--- src/sv/ncr_pkg.sv ---
// ----------------------------------------------------------------------------
// ncr_pkg
// Shared widths, register indexes, payload and control types of the core.
// ----------------------------------------------------------------------------
`timescale 1ns / 1ps
`default_nettype none

package ncr_pkg;

  localparam int VALUE_W    = 32;
  localparam int ROOT_W     = 23;
  localparam int STEPS_W    = 8;
  localparam int TOL_W      = 16;
  localparam int LIMIT_W    = 8;
  localparam int CFG_IDX_W  = 8;
  localparam int CFG_DATA_W = 16;
  localparam int EST_W      = 32;   // estimate and quotient width
  localparam int SQ_W       = 64;   // estimate squared
  localparam int SUM_W      = 34;   // 2x + q

  localparam logic [CFG_IDX_W-1:0] CFG_TOLERANCE  = 8'd0;
  localparam logic [CFG_IDX_W-1:0] CFG_ITER_LIMIT = 8'd1;

  localparam logic [TOL_W-1:0]   TOL_RESET   = 16'd7;
  localparam logic [LIMIT_W-1:0] LIMIT_RESET = 8'd64;

  localparam logic [ROOT_W-2:0] ROOT_MAX = '1;

  typedef struct packed {
    logic signed [VALUE_W-1:0] value;
  } in_payload_t;

  typedef struct packed {
    logic signed [ROOT_W-1:0] root;
    logic                     converged;
    logic [STEPS_W-1:0]       steps_used;
  } out_payload_t;

  typedef struct packed {
    logic [CFG_IDX_W-1:0]  index;
    logic [CFG_DATA_W-1:0] wdata;
  } cfg_payload_t;

  typedef enum logic [2:0] {
    ST_IDLE,
    ST_SQUARE,
    ST_RUN_Q,
    ST_RUN_3,
    ST_FINISH
  } ncr_state_t;

  typedef struct packed {
    logic load;      // capture input, reset estimate
    logic sq_load;   // square estimate, start g/x^2 divide
    logic d3_load;   // start (2x+q)/3 divide
    logic update;    // take new estimate, count step
    logic out_load;  // write result register
  } ncr_cmd_t;

  typedef struct packed {
    logic in_zero;
    logic div_busy;
    logic conv_hit;
    logic limit_hit;
  } ncr_sts_t;

endpackage

`default_nettype wire

--- src/sv/ncr_chan_if.sv ---
// ----------------------------------------------------------------------------
// ncr_chan_if
// Valid/ready channel carrying one payload struct per transfer.
// ----------------------------------------------------------------------------
`timescale 1ns / 1ps
`default_nettype none

interface ncr_chan_if #(parameter type payload_t = logic);
  logic     valid;
  logic     ready;
  payload_t data;

  modport source (output valid, output data, input ready);
  modport sink   (input valid, input data, output ready);
endinterface

`default_nettype wire

--- src/sv/newton_cube_root_core.sv ---
// ----------------------------------------------------------------------------
// newton_cube_root_core
// Fixed-point Newton-Raphson cube root with tolerance and step limit.
// ----------------------------------------------------------------------------
// Usage:
//   in_ch  : one signed Q value per transfer; taken only while no item is
//            in work (in_ch.ready is high between items).
//   out_ch : root, converged flag and step count; held in an output
//            register, so the next input transfer can start while a result
//            still waits for out_ch.ready.
//   cfg_ch : register writes (index 0 tolerance, 1 iteration limit), always
//            ready; other indexes are ignored. Write only while idle.
// Sequence: a zero input skips the Newton loop and goes straight to the result
//   register. Otherwise each Newton step squares the estimate, runs the
//   bit-serial divider over 32 + 2*FRAC_BITS bits for g/x^2, forms 2x + q,
//   divides it by 3 by reciprocal multiplication (fold, multiply, sum) and
//   updates the estimate.
// Reset (synchronous, rst_n low): sequencer idle, no result pending,
//   tolerance = 7, iteration limit = 64.
// Stall: a waiting result holds out_ch.data steady; a finished item waits
//   for the output register before the next input is taken.
// ----------------------------------------------------------------------------
`timescale 1ns / 1ps
`default_nettype none

module newton_cube_root_core import ncr_pkg::*; #(
  parameter int FRAC_BITS = 16
) (
  input  logic        clk,
  input  logic        rst_n,
  ncr_chan_if.sink    in_ch,
  ncr_chan_if.source  out_ch,
  ncr_chan_if.sink    cfg_ch
);

  logic [TOL_W-1:0]   tol_r;
  logic [LIMIT_W-1:0] limit_r;
  ncr_cmd_t           cmd;
  ncr_sts_t           sts;
  out_payload_t       result;

  // Configuration registers; every cfg transfer is taken at once.
  assign cfg_ch.ready = 1'b1;

  always_ff @(posedge clk) begin
    if (!rst_n) begin
      tol_r   <= TOL_RESET;
      limit_r <= LIMIT_RESET;
    end else if (cfg_ch.valid) begin
      unique case (cfg_ch.data.index)
        CFG_TOLERANCE:  tol_r   <= cfg_ch.data.wdata[TOL_W-1:0];
        CFG_ITER_LIMIT: limit_r <= cfg_ch.data.wdata[LIMIT_W-1:0];
        default: ;  // unmapped index, dropped
      endcase
    end
  end

  // Sequencer: square, divide g by x^2, divide (2x + q) by 3, update.
  ncr_ctrl u_ctrl (
    .clk       (clk),
    .rst_n     (rst_n),
    .in_valid  (in_ch.valid),
    .in_ready  (in_ch.ready),
    .out_valid (out_ch.valid),
    .out_ready (out_ch.ready),
    .sts       (sts),
    .cmd       (cmd)
  );

  // Datapath: magnitude/sign, estimate, divider, divide by 3, result register.
  ncr_dp #(
    .FRAC_BITS (FRAC_BITS)
  ) u_dp (
    .clk      (clk),
    .rst_n    (rst_n),
    .cmd      (cmd),
    .sts      (sts),
    .in_value (in_ch.data.value),
    .tol      (tol_r),
    .limit    (limit_r),
    .result   (result)
  );

  assign out_ch.data = result;

endmodule

`default_nettype wire

--- src/sv/ncr_ctrl.sv ---
// ----------------------------------------------------------------------------
// ncr_ctrl
// Sequencer for the Newton loop and owner of the result valid flag.
// ----------------------------------------------------------------------------
`timescale 1ns / 1ps
`default_nettype none

module ncr_ctrl import ncr_pkg::*; (
  input  logic     clk,
  input  logic     rst_n,
  input  logic     in_valid,
  output logic     in_ready,
  output logic     out_valid,
  input  logic     out_ready,
  input  ncr_sts_t sts,
  output ncr_cmd_t cmd
);

  ncr_state_t state_r, state_nxt;
  logic       out_valid_r, out_valid_nxt;

  always_ff @(posedge clk) begin
    if (!rst_n) begin
      state_r     <= ST_IDLE;
      out_valid_r <= 1'b0;
    end else begin
      state_r     <= state_nxt;
      out_valid_r <= out_valid_nxt;
    end
  end

  always_comb begin
    state_nxt = state_r;
    cmd       = '0;
    in_ready  = 1'b0;
    unique case (state_r)
      ST_IDLE: begin
        in_ready = 1'b1;
        if (in_valid) begin
          cmd.load  = 1'b1;
          state_nxt = sts.in_zero ? ST_FINISH : ST_SQUARE;
        end
      end
      ST_SQUARE: begin
        cmd.sq_load = 1'b1;
        state_nxt   = ST_RUN_Q;
      end
      ST_RUN_Q: begin
        if (!sts.div_busy) begin
          cmd.d3_load = 1'b1;
          state_nxt   = ST_RUN_3;
        end
      end
      ST_RUN_3: begin
        if (!sts.div_busy) begin
          cmd.update = 1'b1;
          state_nxt  = (sts.conv_hit || sts.limit_hit) ? ST_FINISH : ST_SQUARE;
        end
      end
      ST_FINISH: begin
        // wait for the result register to free up
        if (!out_valid_r || out_ready) begin
          cmd.out_load = 1'b1;
          state_nxt    = ST_IDLE;
        end
      end
      default: state_nxt = ST_IDLE;
    endcase

    priority if (cmd.out_load) out_valid_nxt = 1'b1;
    else if (out_ready)        out_valid_nxt = 1'b0;
    else                       out_valid_nxt = out_valid_r;
  end

  assign out_valid = out_valid_r;

endmodule

`default_nettype wire

--- src/sv/ncr_dp.sv ---
// ----------------------------------------------------------------------------
// ncr_dp
// Estimate, squarer, bit-serial divider, divide-by-3 unit and result register.
// ----------------------------------------------------------------------------
`timescale 1ns / 1ps
`default_nettype none

module ncr_dp import ncr_pkg::*; #(
  parameter int FRAC_BITS = 16
) (
  input  logic                      clk,
  input  logic                      rst_n,
  input  ncr_cmd_t                  cmd,
  output ncr_sts_t                  sts,
  input  logic signed [VALUE_W-1:0] in_value,
  input  logic [TOL_W-1:0]          tol,
  input  logic [LIMIT_W-1:0]        limit,
  output out_payload_t              result
);

  localparam int DVD_W = VALUE_W + 2 * FRAC_BITS;
  localparam int CNT_W = $clog2(DVD_W + 1);
  localparam logic [CNT_W-1:0] Q_STEPS  = CNT_W'(DVD_W);
  localparam logic [CNT_W-1:0] D3_STEPS = CNT_W'(3);
  localparam logic [CNT_W-1:0] D3_FOLD  = CNT_W'(3);
  localparam logic [CNT_W-1:0] D3_MUL   = CNT_W'(2);
  localparam logic [CNT_W-1:0] D3_SUM   = CNT_W'(1);
  localparam logic [EST_W-1:0] X_ONE =
    {{(EST_W-FRAC_BITS-1){1'b0}}, 1'b1, {FRAC_BITS{1'b0}}};
  // s = a*2^32 + b and 2^32 = 3*K + 1, so s/3 = a*K + (a + b)/3;
  // (a + b)/3 = ((a + b) * M) >> 33 with M = ceil(2^33/3), exact below 2^33
  localparam logic [EST_W-1:0] THIRD_K = 32'h5555_5555;
  localparam logic [EST_W-1:0] THIRD_M = 32'hAAAA_AAAB;

  logic               neg_r;
  logic [VALUE_W-1:0] mag_r;
  logic [EST_W-1:0]   x_r;
  logic [SQ_W-1:0]    sq_r;
  logic [DVD_W-1:0]   dvd_r;
  logic [SQ_W-1:0]    rem_r;
  logic [EST_W-1:0]   quo_r;
  logic               sat_r;
  logic [CNT_W-1:0]   cnt_r;
  logic               div3_r;
  logic [SUM_W-1:0]   sum_r;
  logic [EST_W:0]     fold_r;
  logic [EST_W-1:0]   base_r;
  logic [2*EST_W:0]   prod_r;
  logic [STEPS_W-1:0] steps_r;
  logic               conv_r;
  out_payload_t       result_r;

  logic [VALUE_W-1:0] in_raw, in_mag;
  logic [SQ_W-1:0]    sq, divisor;
  logic [SQ_W:0]      r_sh, r_sub;
  logic               ge;
  logic [EST_W-1:0]   quot, diff;
  logic [SUM_W-1:0]   sum;
  logic [LIMIT_W-1:0] limit_eff;
  logic [ROOT_W-2:0]  mag_sat;
  logic [ROOT_W-1:0]  root_u, root_v;

  assign in_raw = in_value;
  assign in_mag = in_raw[VALUE_W-1] ? (~in_raw + 32'd1) : in_raw;
  assign sq     = {32'b0, x_r} * {32'b0, x_r};

  // restoring divider, one quotient bit per cycle, 65-bit partial remainder
  assign divisor = sq_r;
  assign r_sh    = {rem_r, dvd_r[DVD_W-1]};
  assign ge      = r_sh >= {1'b0, divisor};
  assign r_sub   = r_sh - {1'b0, divisor};

  assign quot = sat_r ? '1 : quo_r;
  assign sum  = {1'b0, x_r, 1'b0} + {2'b00, quot};

  // quo_r holds the new estimate once the divide by 3 is done
  assign diff      = (quo_r > x_r) ? (quo_r - x_r) : (x_r - quo_r);
  assign limit_eff = (limit == '0) ? LIMIT_W'(1) : limit;

  assign sts.in_zero   = (in_raw == '0);
  assign sts.div_busy  = (cnt_r != '0);
  assign sts.conv_hit  = diff < {16'b0, tol};
  assign sts.limit_hit = ({1'b0, steps_r} + 9'd1) >= {1'b0, limit_eff};

  assign mag_sat = (x_r > {10'b0, ROOT_MAX}) ? ROOT_MAX : x_r[ROOT_W-2:0];
  assign root_u  = {1'b0, mag_sat};
  assign root_v  = neg_r ? (~root_u + 23'd1) : root_u;

  always_ff @(posedge clk) begin
    if (!rst_n) begin
      cnt_r <= '0;
    end else if (cmd.sq_load) begin
      cnt_r <= Q_STEPS;
    end else if (cmd.d3_load) begin
      cnt_r <= D3_STEPS;
    end else if (cnt_r != '0) begin
      cnt_r <= cnt_r - 1'b1;
    end
  end

  always_ff @(posedge clk) begin
    if (cmd.load) begin
      neg_r   <= in_raw[VALUE_W-1];
      mag_r   <= in_mag;
      x_r     <= sts.in_zero ? '0 : X_ONE;
      steps_r <= '0;
      conv_r  <= sts.in_zero;
    end
    if (cmd.sq_load) begin
      sq_r   <= sq;
      dvd_r  <= {mag_r, {(2*FRAC_BITS){1'b0}}};
      rem_r  <= '0;
      quo_r  <= '0;
      sat_r  <= 1'b0;
      div3_r <= 1'b0;
    end else if (cmd.d3_load) begin
      sum_r  <= sum;
      div3_r <= 1'b1;
    end else if (cnt_r != '0 && !div3_r) begin
      dvd_r <= {dvd_r[DVD_W-2:0], 1'b0};
      rem_r <= ge ? r_sub[SQ_W-1:0] : r_sh[SQ_W-1:0];
      quo_r <= {quo_r[EST_W-2:0], ge};
      sat_r <= sat_r | quo_r[EST_W-1];
    end else if (cnt_r == D3_FOLD) begin
      // fold the top two bits into the low word
      fold_r <= {1'b0, sum_r[EST_W-1:0]} +
                {{(EST_W-1){1'b0}}, sum_r[SUM_W-1:EST_W]};
      base_r <= sum_r[SUM_W-1] ? {THIRD_K[EST_W-2:0], 1'b0} :
                (sum_r[EST_W] ? THIRD_K : '0);
    end else if (cnt_r == D3_MUL) begin
      prod_r <= {32'b0, fold_r} * {33'b0, THIRD_M};
    end else if (cnt_r == D3_SUM) begin
      quo_r <= base_r + prod_r[2*EST_W:EST_W+1];
    end
    if (cmd.update) begin
      x_r     <= quo_r;
      steps_r <= steps_r + 1'b1;
      conv_r  <= sts.conv_hit;
    end
    if (cmd.out_load) begin
      result_r.root       <= root_v;
      result_r.converged  <= conv_r;
      result_r.steps_used <= steps_r;
    end
  end

  assign result = result_r;

endmodule

`default_nettype wire

--- src/flat_wrapper.sv ---
// flat-port wrapper written by rule: the top's interface ports become plain ports
module newton_cube_root_core_flat import ncr_pkg::*;
#(
  parameter int FRAC_BITS = 16
)
  (clk, rst_n, in_ch_valid, in_ch_data, in_ch_ready, out_ch_valid, out_ch_data, out_ch_ready, cfg_ch_valid, cfg_ch_data, cfg_ch_ready);
  ncr_chan_if #(.payload_t(in_payload_t)) in_ch_i ();
  ncr_chan_if #(.payload_t(out_payload_t)) out_ch_i ();
  ncr_chan_if #(.payload_t(cfg_payload_t)) cfg_ch_i ();
  input  logic clk;
  input  logic rst_n;
  input wire logic [$bits(in_ch_i.valid)-1:0] in_ch_valid;
  input wire logic [$bits(in_ch_i.data)-1:0] in_ch_data;
  output wire logic [$bits(in_ch_i.ready)-1:0] in_ch_ready;
  output wire logic [$bits(out_ch_i.valid)-1:0] out_ch_valid;
  output wire logic [$bits(out_ch_i.data)-1:0] out_ch_data;
  input wire logic [$bits(out_ch_i.ready)-1:0] out_ch_ready;
  input wire logic [$bits(cfg_ch_i.valid)-1:0] cfg_ch_valid;
  input wire logic [$bits(cfg_ch_i.data)-1:0] cfg_ch_data;
  output wire logic [$bits(cfg_ch_i.ready)-1:0] cfg_ch_ready;
  assign in_ch_i.valid = in_ch_valid;
  assign in_ch_i.data = in_ch_data;
  assign in_ch_ready = in_ch_i.ready;
  assign out_ch_valid = out_ch_i.valid;
  assign out_ch_data = out_ch_i.data;
  assign out_ch_i.ready = out_ch_ready;
  assign cfg_ch_i.valid = cfg_ch_valid;
  assign cfg_ch_i.data = cfg_ch_data;
  assign cfg_ch_ready = cfg_ch_i.ready;
  newton_cube_root_core #(.FRAC_BITS(FRAC_BITS)) u_core (.clk(clk), .rst_n(rst_n), .in_ch(in_ch_i), .out_ch(out_ch_i), .cfg_ch(cfg_ch_i));
endmodule
--- config.mk ---
export PLATFORM = sky130hd
export DESIGN_NAME = newton_cube_root_core_flat
export DESIGN_NICKNAME = d
export VERILOG_FILES = /design/src/sv/ncr_pkg.sv /design/src/sv/ncr_chan_if.sv /design/src/sv/newton_cube_root_core.sv /design/src/sv/ncr_ctrl.sv /design/src/sv/ncr_dp.sv /design/src/flat_wrapper.sv
export SDC_FILE = /design/constraint.sdc
export NUM_CORES = 2
export LEC_CHECK = 0
export BUFFER_PORTS_ARGS = -buffer_cell sky130_fd_sc_hd__buf_2
export CAP_MARGIN = 15
export CORE_ASPECT_RATIO = 0.6
export CORE_MARGIN = 3
export CORE_UTILIZATION = 32
export DETAILED_ROUTE_END_ITERATION = 12
export MAX_ROUTING_LAYER = met4
export PLACE_DENSITY_LB_ADDON = 0.25
export SLEW_MARGIN = 0
export SYNTH_ARGS = -nofsm -noshare
export SYNTH_HDL_FRONTEND = slang
export SYNTH_SLANG_ARGS = --single-unit
--- constraint.sdc ---
create_clock -name clk -period 8.9 [get_ports clk]
set_clock_uncertainty 0.1 [all_clocks]
set_input_delay 0.89 -clock clk [delete_from_list [all_inputs] [get_ports clk]]
set_output_delay 0.89 -clock clk [all_outputs]
set_load 0.05 [all_outputs]
==> run summary <==
Outcome -> finished clean
Largest fanout on the critical path -> 13
Final Net Count -> 10220
Reg2Reg Depth -> 27
Final HPWL DP -> 229.3 mm
DR iter-0 viols -> 5926
Final period utilization -> 98.46%
Flop-to-flop setup slack -> 0.14 ns
CTS Sinks -> 435
Post-Syn Area per Cell -> 9.284 µm²
GR Overflow Total -> 0
Crit-path max cell delay -> 0.71 ns
Boundary Pins -> 96
H-tree Lvls -> 2
Worst Hold Launch -> u_core.u_dp.conv_r
Final setup vio count -> 0
First-pass DRT Iterations -> 5
MaxCap Viol Count -> 0
Predominant post-synthesis flop cell -> edfxtp_1
RR Startpoint -> u_core.u_dp.x_r[23]
Die area -> 0.2352 mm²
Top cells by area, synth -> fa_1 33%, ha_1 15%, edfxtp_1 12%
Root Buffer -> clkbuf_16
Synth top area share -> 32.75%
Most common cell in the netlist -> inv_1
Worst-path clk slew -> 0.07 ns
GR Util All Layers -> 23.40%
Max Buffers Root-to-Sink -> 3
Post-synthesis async set-or-reset flop share -> 0%
Drt via density -> 5.085
TritonCTS buffer count -> 50
Final worst path period need -> 8.763 ns
Yosys reg bits -> 435
DRC viols -> 0
Area of the multi-input gates -> 0.05381 mm²
Die Width -> 624.1 µm
Slew Limit Fails -> 0
Critical path's slowest cell -> fa_1
CP top delay family -> adder cells
Share of post-route cells with drive strength above 1 -> 7.481%
Most used cell, CP -> fa_1
Register area share after synthesis -> 15.99%
Routed via count -> 56770
Hold depth -> 0
Synth Cell Area -> 0.07336 mm²
Final Hold Fails -> 0
Core area -> 0.2268 mm²
Die Ht -> 376.9 µm
Fillers -> 23260
Initial antenna violation count -> 18
Setup Crit Path Kind -> reg2reg
Post-DR wirelength/cell -> 23.72 µm
WL final -> 264.7 mm
Critical Path RT -> 9.17 ns
Worst setup SP type -> register
TritonCTS clock tree -> yes
Maximum number of pins on one net before global-route repair -> 158
# rows -> 135
Worst-Margin Slew -> 1.142 ns
RSZ-0062 raised after global routing -> true
Synthesized Nets -> 10030
Hold Crit Class -> reg2reg
Final GP Congestion -> 1.040
Synth cell count leaders -> 1833 x inv_1, 1200 x fa_1, 863 x ha_1
First-pass GRT wire length -> 395.3 mm
Clock Latency Late Sink -> 0.69 ns
Hold_buf cts -> 0
Syn Inst Count -> 7902
Max frequency -> 0.1141 GHz
Syn. warnings -> 0
Worst EP arrival -> 9.03 ns
Port Buffers -> 94
Relative slew margins -> 23.85%
Number of synthesized flops with an enable pin -> 302
R2r endpoint -> u_core.u_dp.divisor[55]
Routed Antenna Nets -> 0
Vias in the first global route -> 57270
Syn-to-layout area delta -> 10.27%
Critical Path Sink Type -> register
Initial Util -> 32.34%
Reg area -> 0.01173 mm²
Final setup TNS -> 0 ns
Synth area leader -> fa_1
Post-synth cell types -> 90
WHS Endpoint -> u_core.u_dp.result[8]
Buf/Inv on CP -> 6
==> metal layers <==
metal  track usage [%]  up-vias  part of all wire [%]
met5                 -        -                     0
met4             2.158        0                   1.1
met3             7.459      173                    12
met2             27.24     2338                    34
met1             38.39    28600                    53
li1                  -    25660                     -
==> sequential cells by signal, summed over array words and instances (netlist names), 3 cells and up <==
signal,cells
u_core.u_dp.fold_r,33
u_core.u_dp.divisor,63
u_core.u_dp.rem_r,64
u_core.u_dp.cnt_r,7
u_core.u_dp.result,32
u_core.u_dp.sum_r,34
u_core.limit_r,8
u_core.tol_r,16
u_core.u_dp.x_r,32
u_core.u_dp.steps_r,8
u_core.u_dp.prod_r,32
u_core.u_dp.quo_r,32
u_core.u_ctrl.state_r,3
u_core.u_dp.dvd_r,32
u_core.u_dp.mag_r,32
==> kinds of logic (layout without fill, tap and decap cells) <==
logic type      Yosys count  count (layout)  share of synthesized area, %
compound gates         1215            1215                         10.70
xor+xnor                326             326                         3.892
fa+ha+maj              2063            2063                         47.47
buf+inv                2098            2337                         10.80
flops                   435             435                         15.99
mux                      46              46                        0.6310
other cells               1               9                      0.005112
simple gates           1718            1718                         10.51
==> how the worst max path moves through the flow <==
| stage | start | endpoint | cells after the start |
|---|---|---|---|
| 6_report | u_core.u_dp.x_r[23] | u_core.u_dp.divisor[55] | 27 |
| 3_5_place_dp | u_core.u_dp.x_r[3] | u_core.u_dp.divisor[62] | 25 |
| 4_1_cts | u_core.u_dp.x_r[3] | u_core.u_dp.divisor[62] | 25 |
| 5_1_grt | u_core.u_dp.x_r[23] | u_core.u_dp.divisor[55] | 27 |
| 2_1_floorplan | u_core.u_dp.x_r[3] | u_core.u_dp.divisor[62] | 27 |
| 3_3_place_gp | u_core.u_dp.x_r[3] | u_core.u_dp.divisor[62] | 26 |
==> worst reg2reg max path, stage by stage (launching register included) <==
cell       delay, ns
edfxtp_1        0.38
buf_6           0.29
buf_4           0.34
nand2_1         0.23
inv_1           0.14
fa_1            0.46
fa_1            0.52
fa_1            0.51
inv_1           0.05
fa_1            0.47
inv_1           0.05
fa_1            0.48
fa_1            0.56
fa_1            0.49
fa_1            0.72
ha_1            0.33
a21o_1          0.17
a21oi_1         0.22
o221ai_1        0.15
a21oi_1         0.28
a21oi_1         0.15
a211o_2         0.40
o2111ai_1       0.20
a21bo_2         0.19
buf_4           0.12
nor2_1          0.04
or2_2           0.27
xor2_1          0.14
==> stage by stage <==
step	worst slack, ns	cells	hold slack, ns	area, µm²	util, %
6_report	0.1372	11160	0.3326	80890	35.66
5_1_grt	-0.002078	11160	0.3284	80890	35.66
4_1_cts	0.005200	11150	0.2913	80730	35.59
3_5_place_dp	0.1272	11060	0.3175	79030	34.84
3_3_place_gp	0.06235	11060	0.3050	79010	34.83
2_1_floorplan	0.4979	7902	0.3003	73360	-
==> cell usage in the layout, fill, tap and decap left out, drive strengths merged, types with 43 or more instances in the layout <==
cell | netlist | routed
a211oi | 52 | 52
a21o | 149 | 149
a21oi | 376 | 376
a311oi | 43 | 43
and3 | 48 | 48
buf | 64 | 404
clkbuf | 195 | 58
dfxtp | 133 | 133
edfxtp | 302 | 302
fa | 1200 | 1200
ha | 863 | 863
inv | 1836 | 1845
mux2i | 44 | 44
nand2 | 612 | 612
nand3 | 91 | 91
nand4 | 68 | 68
nor2 | 576 | 576
nor2b | 43 | 43
nor3 | 69 | 69
o21a | 43 | 43
o21ai | 238 | 238
o21bai | 52 | 52
or2 | 53 | 53
xnor2 | 219 | 219
xor2 | 107 | 107
==> what timing repair did <==
| item | 4_1_cts | 5_1_grt |
|---|---|---|
| gates resized for setup | 0 | 25 |
| setup buffers | 0 | 1 |
| endpoints found under the setup margin | 0 | 20 |
==> final cells by class <==
class	count	area share, %
Clock buffer	58	1.649
Tap cell	3014	4.662
Timing Repair Buffer	405	3.633
Sequential cell	435	14.50
Inverter	1839	8.549
Clock inverter	35	0.4578
Multi-Input combinational cell	5369	66.52
Antenna cell	8	0.02475
Power is not shown: default switching activity piles up to over one toggle a cycle in this logic, so the estimate is an artifact.
